==> src/rtl/core/dwst_pkg.sv <==
// ----------------------------------------------------------------------------
// dwst_pkg
// shared types, constants and helper functions of the daily window slot trigger
// ----------------------------------------------------------------------------
package dwst_pkg;

    // register and minute-of-day width
    localparam int RegW     = 11;
    localparam int CfgIdxW  = 2;
    localparam int DivCntW  = $clog2(RegW);
    localparam int DistW    = RegW + 2;

    localparam logic [DistW-1:0] MinutesPerDay = DistW'(1440);

    // register indexes
    localparam logic [CfgIdxW-1:0] CFG_WINDOW_START = 2'd0;
    localparam logic [CfgIdxW-1:0] CFG_WINDOW_END   = 2'd1;
    localparam logic [CfgIdxW-1:0] CFG_INTERVAL     = 2'd2;

    // register reset values
    localparam logic [RegW-1:0] WindowStartReset = RegW'(360);
    localparam logic [RegW-1:0] WindowEndReset   = RegW'(1080);
    localparam logic [RegW-1:0] IntervalReset    = RegW'(60);

    typedef enum logic [1:0] {
        ST_IDLE,
        ST_EVAL,
        ST_DIV,
        ST_RESULT
    } state_t;

    typedef struct packed {
        logic busy;
        logic done;
    } div_status_t;

    // hour * 60 + minute, taken as is for out-of-range fields
    function automatic logic [RegW-1:0] minute_of_day(
        input logic [4:0] hour,
        input logic [5:0] minute
    );
        minute_of_day = RegW'({hour, 6'b0}) - RegW'({hour, 2'b0}) + RegW'(minute);
    endfunction

    // (now + 2 days - start) mod 1 day; the sum stays below 4 days
    function automatic logic [RegW-1:0] day_distance(
        input logic [RegW-1:0] now,
        input logic [RegW-1:0] start
    );
        logic [DistW-1:0] sum;
        logic [DistW-1:0] wrapped;
        sum = DistW'(now) + (MinutesPerDay << 1) - DistW'(start);
        if (sum >= (MinutesPerDay * DistW'(3)))
        begin
            wrapped = sum - (MinutesPerDay * DistW'(3));
        end
        else if (sum >= (MinutesPerDay << 1))
        begin
            wrapped = sum - (MinutesPerDay << 1);
        end
        else if (sum >= MinutesPerDay)
        begin
            wrapped = sum - MinutesPerDay;
        end
        else
        begin
            wrapped = sum;
        end
        day_distance = wrapped[RegW-1:0];
    endfunction

endpackage

==> src/rtl/core/dwst_div.sv <==
// ----------------------------------------------------------------------------
// dwst_div
// restoring divider, one quotient bit per cycle through one shared subtractor
// ----------------------------------------------------------------------------
module dwst_div
(
    input  logic                       clk,
    input  logic                       rst_n,
    input  logic                       start,
    input  logic [dwst_pkg::RegW-1:0]  dividend,
    input  logic [dwst_pkg::RegW-1:0]  divisor,
    output dwst_pkg::div_status_t      status,
    output logic [dwst_pkg::RegW-1:0]  quotient
);
    import dwst_pkg::*;

    logic                busy_reg;
    logic                done_reg;
    logic [DivCntW-1:0]  count_reg;
    logic [RegW-1:0]     rem_reg;
    logic [RegW-1:0]     quo_reg;
    logic [RegW-1:0]     divisor_reg;

    logic [RegW:0]       trial;
    logic                fits;
    logic [RegW-1:0]     rem_next;
    logic [RegW-1:0]     quo_next;

    // shared compare and subtract
    always_comb
    begin
        trial    = {rem_reg, quo_reg[RegW-1]};
        fits     = trial >= {1'b0, divisor_reg};
        rem_next = fits ? RegW'(trial - {1'b0, divisor_reg}) : trial[RegW-1:0];
        quo_next = {quo_reg[RegW-2:0], fits};
    end

    always_ff @(posedge clk or negedge rst_n)
    begin
        if (!rst_n)
        begin
            busy_reg  <= 1'b0;
            done_reg  <= 1'b0;
            count_reg <= '0;
        end
        else
        begin
            done_reg <= 1'b0;
            if (start)
            begin
                busy_reg  <= 1'b1;
                count_reg <= '0;
            end
            else if (busy_reg)
            begin
                count_reg <= count_reg + 1'b1;
                if (count_reg == DivCntW'(RegW - 1))
                begin
                    busy_reg <= 1'b0;
                    done_reg <= 1'b1;
                end
            end
        end
    end

    always_ff @(posedge clk)
    begin
        if (start)
        begin
            rem_reg     <= '0;
            quo_reg     <= dividend;
            divisor_reg <= divisor;
        end
        else if (busy_reg)
        begin
            rem_reg <= rem_next;
            quo_reg <= quo_next;
        end
    end

    assign status.busy = busy_reg;
    assign status.done = done_reg;
    assign quotient    = quo_reg;

    a_done_ends_busy: assert property (@(posedge clk) disable iff (!rst_n)
        done_reg |-> !busy_reg)
        else $error("divider done while still busy");

    a_done_after_busy: assert property (@(posedge clk) disable iff (!rst_n)
        done_reg |-> $past(busy_reg))
        else $error("divider done without a running division");

    a_rem_below_divisor: assert property (@(posedge clk) disable iff (!rst_n)
        (busy_reg && divisor_reg != '0) |-> (rem_reg < divisor_reg))
        else $error("partial remainder not below divisor");

endmodule

==> src/rtl/core/daily_window_slot_trigger.sv <==
// ----------------------------------------------------------------------------
// daily_window_slot_trigger
// pulses slot_due when a new interval slot begins inside a daily time window
// ----------------------------------------------------------------------------
// Each poll (clock_valid, hour, minute) gives exactly one slot_due result. A
// poll with an invalid clock or outside the window passes through the evaluate
// state and then offers its result (0) in the result state. A poll inside the
// window runs the distance from the window start through the bit-serial
// divider, one quotient bit per cycle, and offers its result after the evaluate
// state and the divide phase; the result is held while out_ready stays low.
// in_ready is low from the cycle after the input transfer until the cycle after
// the result transfer, so at most one poll is in flight. Configuration writes
// are taken at any time (cfg_ready is tied high) and must only be issued while
// no poll is in flight.
module daily_window_slot_trigger
(
    input  logic                          clk,
    input  logic                          rst_n,
    // poll channel
    input  logic                          in_valid,
    output logic                          in_ready,
    input  logic                          clock_valid,
    input  logic [4:0]                    hour_of_day,
    input  logic [5:0]                    minute_of_hour,
    // result channel
    output logic                          out_valid,
    input  logic                          out_ready,
    output logic                          slot_due,
    // configuration channel
    input  logic                          cfg_valid,
    output logic                          cfg_ready,
    input  logic [dwst_pkg::CfgIdxW-1:0]  cfg_index,
    input  logic [dwst_pkg::RegW-1:0]     cfg_data
);
    import dwst_pkg::*;

    state_t           state_reg;
    state_t           state_next;

    // configuration registers
    logic [RegW-1:0]  win_start_reg;
    logic [RegW-1:0]  win_end_reg;
    logic [RegW-1:0]  interval_reg;

    // slot tracking state
    logic [RegW-1:0]  held_slot_reg;
    logic             held_valid_reg;
    logic             primed_reg;
    logic             slot_due_reg;

    // captured poll
    logic             clk_ok_reg;
    logic [RegW-1:0]  now_reg;

    logic             in_xfer;
    logic             win_hit;
    logic             div_start;
    logic [RegW-1:0]  div_dividend;
    logic [RegW-1:0]  div_divisor;
    logic [RegW-1:0]  div_quotient;
    div_status_t      div_status;

    assign in_xfer   = in_valid && in_ready;
    assign cfg_ready = 1'b1;

    // configuration writes, unknown index ignored
    always_ff @(posedge clk or negedge rst_n)
    begin
        if (!rst_n)
        begin
            win_start_reg <= WindowStartReset;
            win_end_reg   <= WindowEndReset;
            interval_reg  <= IntervalReset;
        end
        else if (cfg_valid && cfg_ready)
        begin
            unique case (cfg_index)
                CFG_WINDOW_START: win_start_reg <= cfg_data;
                CFG_WINDOW_END:   win_end_reg   <= cfg_data;
                CFG_INTERVAL:     interval_reg  <= cfg_data;
                default:          ;
            endcase
        end
    end

    // window test, end inclusive, wraps past midnight when end is below start
    always_comb
    begin
        if (win_start_reg <= win_end_reg)
        begin
            win_hit = (now_reg >= win_start_reg) && (now_reg <= win_end_reg);
        end
        else
        begin
            win_hit = (now_reg >= win_start_reg) || (now_reg <= win_end_reg);
        end
    end

    // distance from window start, zero interval acts as one
    assign div_dividend = day_distance(now_reg, win_start_reg);
    assign div_divisor  = (interval_reg == '0) ? RegW'(1) : interval_reg;

    dwst_div u_div
    (
        .clk      (clk),
        .rst_n    (rst_n),
        .start    (div_start),
        .dividend (div_dividend),
        .divisor  (div_divisor),
        .status   (div_status),
        .quotient (div_quotient)
    );

    // sequencer next state
    always_comb
    begin
        state_next = state_reg;
        unique case (state_reg)
            ST_IDLE:
            begin
                if (in_valid)
                begin
                    state_next = ST_EVAL;
                end
            end
            ST_EVAL:
            begin
                if (clk_ok_reg && win_hit)
                begin
                    state_next = ST_DIV;
                end
                else
                begin
                    state_next = ST_RESULT;
                end
            end
            ST_DIV:
            begin
                if (div_status.done)
                begin
                    state_next = ST_RESULT;
                end
            end
            ST_RESULT:
            begin
                if (out_ready)
                begin
                    state_next = ST_IDLE;
                end
            end
            default: state_next = ST_IDLE;
        endcase
    end

    // sequencer outputs
    always_comb
    begin
        in_ready  = 1'b0;
        out_valid = 1'b0;
        div_start = 1'b0;
        unique case (state_reg)
            ST_IDLE:   in_ready  = 1'b1;
            ST_EVAL:   div_start = clk_ok_reg && win_hit;
            ST_DIV:    ;
            ST_RESULT: out_valid = 1'b1;
            default:   ;
        endcase
    end

    always_ff @(posedge clk or negedge rst_n)
    begin
        if (!rst_n)
        begin
            state_reg <= ST_IDLE;
        end
        else
        begin
            state_reg <= state_next;
        end
    end

    // poll capture
    always_ff @(posedge clk)
    begin
        if (in_xfer)
        begin
            clk_ok_reg <= clock_valid;
            now_reg    <= minute_of_day(hour_of_day, minute_of_hour);
        end
    end

    // slot tracking
    always_ff @(posedge clk or negedge rst_n)
    begin
        if (!rst_n)
        begin
            held_slot_reg  <= '0;
            held_valid_reg <= 1'b0;
            primed_reg     <= 1'b0;
            slot_due_reg   <= 1'b0;
        end
        else if (state_reg == ST_EVAL)
        begin
            slot_due_reg <= 1'b0;
            if (!clk_ok_reg)
            begin
                // clock lost: forget everything
                primed_reg     <= 1'b0;
                held_valid_reg <= 1'b0;
                held_slot_reg  <= '0;
            end
            else if (!win_hit)
            begin
                held_valid_reg <= 1'b0;
                held_slot_reg  <= '0;
                primed_reg     <= 1'b1;
            end
        end
        else if (state_reg == ST_DIV && div_status.done)
        begin
            if (!primed_reg)
            begin
                // first valid read in the window only adopts its slot
                primed_reg     <= 1'b1;
                held_slot_reg  <= div_quotient;
                held_valid_reg <= 1'b1;
            end
            else if (!held_valid_reg || div_quotient != held_slot_reg)
            begin
                held_slot_reg  <= div_quotient;
                held_valid_reg <= 1'b1;
                slot_due_reg   <= 1'b1;
            end
        end
    end

    assign slot_due = slot_due_reg;

    a_held_needs_primed: assert property (@(posedge clk) disable iff (!rst_n)
        held_valid_reg |-> primed_reg)
        else $error("slot held without primed flag");

    a_due_has_slot: assert property (@(posedge clk) disable iff (!rst_n)
        (out_valid && slot_due) |-> held_valid_reg)
        else $error("slot pulse without a held slot");

    a_div_done_in_div: assert property (@(posedge clk) disable iff (!rst_n)
        div_status.done |-> (state_reg == ST_DIV))
        else $error("divider finished outside the divide phase");

    a_no_overlap: assert property (@(posedge clk) disable iff (!rst_n)
        out_valid |-> !in_ready)
        else $error("new poll taken while a result is pending");

endmodule
==> config.mk <==
export PLATFORM = sky130hd
export DESIGN_NAME = daily_window_slot_trigger
export DESIGN_NICKNAME = d
export VERILOG_FILES = /design/src/rtl/core/dwst_pkg.sv /design/src/rtl/core/dwst_div.sv /design/src/rtl/core/daily_window_slot_trigger.sv
export SDC_FILE = /design/constraint.sdc
export NUM_CORES = 1
export LEC_CHECK = 0
export ABC_AREA = 1
export BUFFER_PORTS_ARGS = -buffer_cell sky130_fd_sc_hd__buf_2
export CAP_MARGIN = 30
export CORE_ASPECT_RATIO = 0.5
export CORE_MARGIN = 4
export CORE_UTILIZATION = 50
export DETAILED_ROUTE_END_ITERATION = 10
export PLACE_DENSITY_LB_ADDON = 0.05
export SYNTH_ARGS = -nofsm -noshare
export SYNTH_HDL_FRONTEND = slang
export SYNTH_SLANG_ARGS = --single-unit
export TNS_END_PERCENT = 30
==> constraint.sdc <==
create_clock -name clk -period 6.87 [get_ports clk]
set_input_delay 1.374 -clock clk [delete_from_list [all_inputs] [get_ports clk]]
set_output_delay 1.374 -clock clk [all_outputs]
set_load 0.05 [all_outputs]
* Yosys cells after proc, flatten, opt, wreduce, memory -nomap -nowiden
Index checks and enable logic that the tools add are counted.
** Cells by class
- Add/sub/neg operators :: 9
- $lt $le $gt $ge :: 7
- Equal/unequal tests :: 12
- Mux-type cells :: 42
- Reduce and logical (&&, ||, !) cells :: 21
** Operators with widths (count)
- 11-bit 2-to-1 mux :: 12
- 1-bit 2-to-1 mux :: 24
- 11-bit <= comparator :: 2
- 11-bit by 12-bit adder with 13-bit output, second input constant :: 1
- 13-bit by 11-bit >= comparator with 1-bit output, second input constant :: 1
- 13-bit by 12-bit >= comparator with 1-bit output, second input constant :: 1
- 13-bit >= comparator, second input constant :: 1
- 13-bit by 11-bit subtractor with 13-bit output :: 1
- 12-bit by 11-bit >= comparator with 1-bit output :: 1
- 11-bit by 6-bit adder with 11-bit output :: 1
- 11-bit >= comparator :: 1
- 11-bit logical NOT :: 1
- 11-bit inequality test :: 1
- 11-bit by 10-bit subtractor with 11-bit output, second input constant :: 1
- 11-bit subtractor :: 1
- 11-bit subtractor, second input constant :: 1
- 11-bit by 7-bit subtractor with 11-bit output :: 1
- 11-bit by 8-bit subtractor with 11-bit output, second input constant :: 1
- 3-bit AND reduction :: 3
- 4-bit 2-to-1 mux :: 2
- 2-bit one-hot mux with 4 select lines :: 1
- 2-bit AND reduction :: 4
- 2-bit nonzero test :: 4
- 2-bit == test, second input constant :: 3
- 12 further kinds :: 21
** Word-level totals
- Register bits after elaboration :: 100
- Input bits :: 30
- Output and inout port bits :: 4
- Logic and storage cells :: 107

* Logic depth before layout (Yosys ltp)
- Word-level depth :: 7
- Gate-level depth with buffers :: 24
- Gate-level depth less buffers :: 24

* Hierarchy
Synthesis repeated with hierarchy kept, for this count alone.
** Second synthesis, totals
- Cell total of the unflattened synthesis :: 1006
- Area, all modules :: 7586.0 µm²
** Modules (own cells, without submodules)
- daily_window_slot_trigger :: times used 1, cells an instance 700, area an instance 5159.9 µm², sequential area each 1601.5 µm²
- dwst_div :: times used 1, cells an instance 306, area an instance 2426.1 µm², sequential area each 1031.0 µm²

* Least setup slack after synthesis
No wires, ideal clock.
- Path kind :: flip-flop to flip-flop
- Start :: register win_start_reg[3]
- End :: register u_div.quo_reg[8], in the netlist u_div.quotient[8] (data pin)
- Setup time :: 0.252 ns
- Data arrival time :: 2.889 ns
- Required time :: 6.618 ns
- Path slack :: 3.729 ns
- Cell stages (with the launch flop) :: 23
- Buffers on the path :: 1
- Period minus slack after synthesis :: 3.141 ns
- Cell sequence :: dfstp_2 > inv_1 > ha_1 > inv_1 > fa_1 > nor2_2 > nand2_1 > nand3_1 > nand2_1 > nand2_1 > inv_1 > ha_1 > nand3_1 > nor2_1 > nand2_1 > nand3_1 > o21ai_2 > buf_6 > nand2_1 > inv_1 > nand2_1 > nand2_1 > nand2_1
** Between the ends
- Word-level cells in the longest chain between the ends :: 6
- Elaborated cells between the ends (all ways) :: 18
- Classes of those cells :: add/sub: 4; order compare: 5; mux: 6; reduce/logical: 3
** RTL lines
- start: declaration :: RTL line daily_window_slot_trigger.sv:41 : logic [RegW-1:0] win_start_reg;
- start signal: assignment :: RTL line daily_window_slot_trigger.sv:71 : win_start_reg <= WindowStartReset;
- start signal: assignment :: RTL line daily_window_slot_trigger.sv:78 : CFG_WINDOW_START: win_start_reg <= cfg_data;
- 13-bit by 11-bit subtractor with 13-bit output / 11-bit >= comparator (equally long branches) :: RTL line dwst_pkg.sv:52, daily_window_slot_trigger.sv:91, daily_window_slot_trigger.sv:95
- 11-bit subtractor, or another cell as far along :: RTL line dwst_pkg.sv:63 : wrapped = sum - MinutesPerDay;
- 11-bit 2-to-1 mux / 1-bit 2-to-1 mux (equally long branches) :: RTL line dwst_pkg.sv:61, daily_window_slot_trigger.sv:89
- 11-bit 2-to-1 mux / 1-bit logical AND (equally long branches) :: RTL line dwst_pkg.sv:57, daily_window_slot_trigger.sv:163
- 11-bit 2-to-1 mux / 1-bit 2-to-1 mux (equally long branches) :: RTL line dwst_pkg.sv:53, daily_window_slot_trigger.sv:161
- 11-bit 2-to-1 mux (*) :: RTL line dwst_div.sv:68 : if (start)
- end signal: assignment :: RTL line dwst_div.sv:71 : quo_reg <= dividend;
- end signal: assignment :: RTL line dwst_div.sv:77 : quo_reg <= quo_next;
- end: declaration :: RTL line dwst_div.sv:21 : logic [RegW-1:0] quo_reg;
Mark *: on every way between the ends. The rest lies on a longest branch, timed or not.
A chain may end at the register's enable or synchronous reset.

* Worst setup path after layout
- Start :: register win_start_reg[3]
- End :: register u_div.quo_reg[9], in the netlist u_div.quotient[9] (data pin)
The elaborated chain is that of the path after synthesis.

==> flow_summary_export.csv <==
group,metric,value,unit
status,status,"completed",
finish,finish.instance_area,7900,sq um
critical_path,crit_path_start,"win_start_reg[3]",
synthesis,synth-edff-count,34,
global_routing,first_global_vias,5644,
timing,maxSlewViolCount,0,
finish,mostFrequentLayoutCell,"nand2_1",
placed_design,hpwl,12.9,mm
clock_tree,cts_sinks,100,
drt,drc,0,
placed_design,port_buffers,32,
drt,drtIter0Drc,325,
timing,layout_min_cycle_time,3780,ps
die,die-area,16700,sq um
finish,syn2layout_area_growth,8.04,%
finish,fillers,1302,
hold_path,hold_class,"reg2reg",
timing,finalSetupViolations,0,
critical_path,cp.required,6980,ps
drt,routedWlPerCell,13.9,um
clock_tree,cts_setup_buffers,0,
timing,rsz0062_at_grt,"no",
timing,max_freq,0.264,GHz
drt,drtAntennaViolNets,0,
global_routing,antenna_found_initial,0,
placed_design,post_dp_cell_area,7580,sq um
synthesis,ys_types,49,
synthesis,netlist_area,7310,sq um
timing,fin_skew,14.0,ps
die,io_pins,34,
finish,finish.utilization,56.7,%
synthesis,synthTopCellsByArea,"dfrtp_1 (15%), edfxtp_1 (14%), nand2_1 (14%), ha_1 (13%), inv_1 (8.7%)",
finish,layout-drive-gt1-share,9.92,%
clock_tree,clk_pin_slew_worst_paths,80,ps
global_routing,grt-ovfl-total,0,
pwr,power_density,426,nW/um^2
die,std_cell_rows,30,
synthesis,async_flop_share,55.0,%
timing,finalHoldViolCount,0,
clock_tree,numCtsBuffers,9,
global_routing,grt_usage,20.6,%
clock_tree,clk_path_buf_depth,2,
drt,num_vias,5947,
clock_tree,cts_tree,"built",
die,initial_core_util,52.5,%
timing,finalSetupTns,0,ps
drt,viasPerCell,5.04,
critical_path,worstPathArrival,3890,ps
synthesis,yosys_warnings,0,
critical_path,r2r_start,"win_start_reg[3]",
placed_design,dpl_worst_slack,3080,ps
clock_tree,cts_root_buffer,"clkbuf_16",
clock_tree,cts_resized,0,
die,die_y,93.5,um
finish,ff_latch_area,2630,sq um
synthesis,avgSynthCellArea,7.55,sq um
pwr,p_leak,4.20,nW
synthesis,synth_top_area_share,14.7,%
hold_path,hp-start,"win_end_reg[1]",
clock_tree,hold_buffers,0,
die,core,13900,sq um
timing,worstMarginPinSlew,907,ps
pwr,ir_worst_vdd,0.142,mV
synthesis,ys.flop_type,"dfrtp_1",
drt,wirelength,16.4,mm
global_routing,grt_pass1_wl,27.4,mm
synthesis,synth_nets,1080,
finish,multi_input_area,3880,sq um
critical_path,worstSetupPathType,"reg2reg",
critical_path,startpoint_type,"register",
timing,setup_ws,3090,ps
clock_tree,clk-insertion-delay-late,350,ps
timing,relSlewSlack,39.5,%
finish,fin_nets,1094,
synthesis,ys_ff_latch,100,
critical_path,worst-path-max-fanout,12,
placed_design,place_congestion,0.852,
synthesis,ys_seq_area_share,36.0,%
drt,drt_pass1_iterations,5,
finish,antenna_cells,0,
finish,final_cell_mix,"nand2_1 (270), inv_1 (169), ha_1 (75), o21ai_0 (63), nand3_1 (61)",
global_routing,grt_max_degree,56,
job,cap_violations,0,
timing,hold_ws,491,ps
synthesis,yosys.area.top_type,"dfrtp_1",
critical_path,end_kind,"register",
clock_tree,cts_max_level,3,
timing,fin_crit_sh,55.1,%
synthesis,synthCells,969,
die,fp.dieW,179,um
-- cell usage after synthesis, drive strengths merged, types with 17 or more instances --
cell type / instances
nand2: 282
inv: 175
ha: 75
o21ai: 73
nand3: 65
nor2: 47
dfrtp: 43
edfxtp: 34
a21oi: 29
xor2: 24
clkbuf: 19
nand4: 17
-- through the flow --
step | std cells | total power [mW]
5_1_grt | 1180 | 3.71
2_1_floorplan | 969 | 2.44
4_1_cts | 1180 | 3.39
3_3_place_gp | 1164 | 2.80
6_report | 1180 | 3.37
3_5_place_dp | 1164 | 2.83
-- worst max-delay path: stages, from the launching register on --
cell and delay, ps:
dfstp_2 550, inv_1 50, ha_1 340, ha_1 450, inv_1 90, nor2_1 90, nand3_1 100, nand3_1 80
nand2_1 50, nand2_1 260, inv_1 140, ha_1 220, nand3_1 160, nor2_1 70, nand2_1 60, nand3_1 70
o21ai_2 380, nand2_1 110, inv_1 70, nand2_1 60, nand2_1 70, nand2_1 50
-- power breakdown --
| part | internal [mW] | total [mW] | leakage, nW | switching [mW] |
|---|---|---|---|---|
| registers | 0.842 | 1.00 | 1.07 | 0.159 |
| logic | 0.653 | 1.83 | 2.97 | 1.17 |
| clock network | 0.283 | 0.541 | 0.158 | 0.258 |
-- area by class of cell --
cell class	count	share of cell area (%)
clock inverters	6	0.919
multi-input cells	664	49.1
flip-flops and latches	100	33.3
repair buffers	33	2.12
clock buffers	10	3.17
well taps	192	3.04
inverters	175	8.35
-- per-layer routing --
metal,global-route usage (%),part of all wire (%),vias to the layer above
met1,29.5,50,2765
met3,4.16,3.8,8
met4,3.19,0.57,0
li1,-,-,3103
met2,32.9,45,71
met5,0,0,-
-- cell families after synthesis --
logic type,synth area share [%]
and+or+nand+nor,25.5
DFF,36.0
xor gates and xnor gates,3.35
other,0.0513
adders and majority gates,14.5
buffers and inverters,11.0
AOI/OAI and AO/OA,9.63
-- final timing paths --
check                               endpoint  slack [ps]  cells after the start
hold reg to reg               win_end_reg[1]         490                      2
hold / removal                win_end_reg[1]         490                      2
min in group asynchronous   win_start_reg[9]        1170                      2
setup reg to reg           u_div.quotient[9]        3090                     21
max in group asynchronous   held_slot_reg[6]        5190                      2
setup / recovery           u_div.quotient[9]        3090                     21
Power figures use the tool's default switching activity.
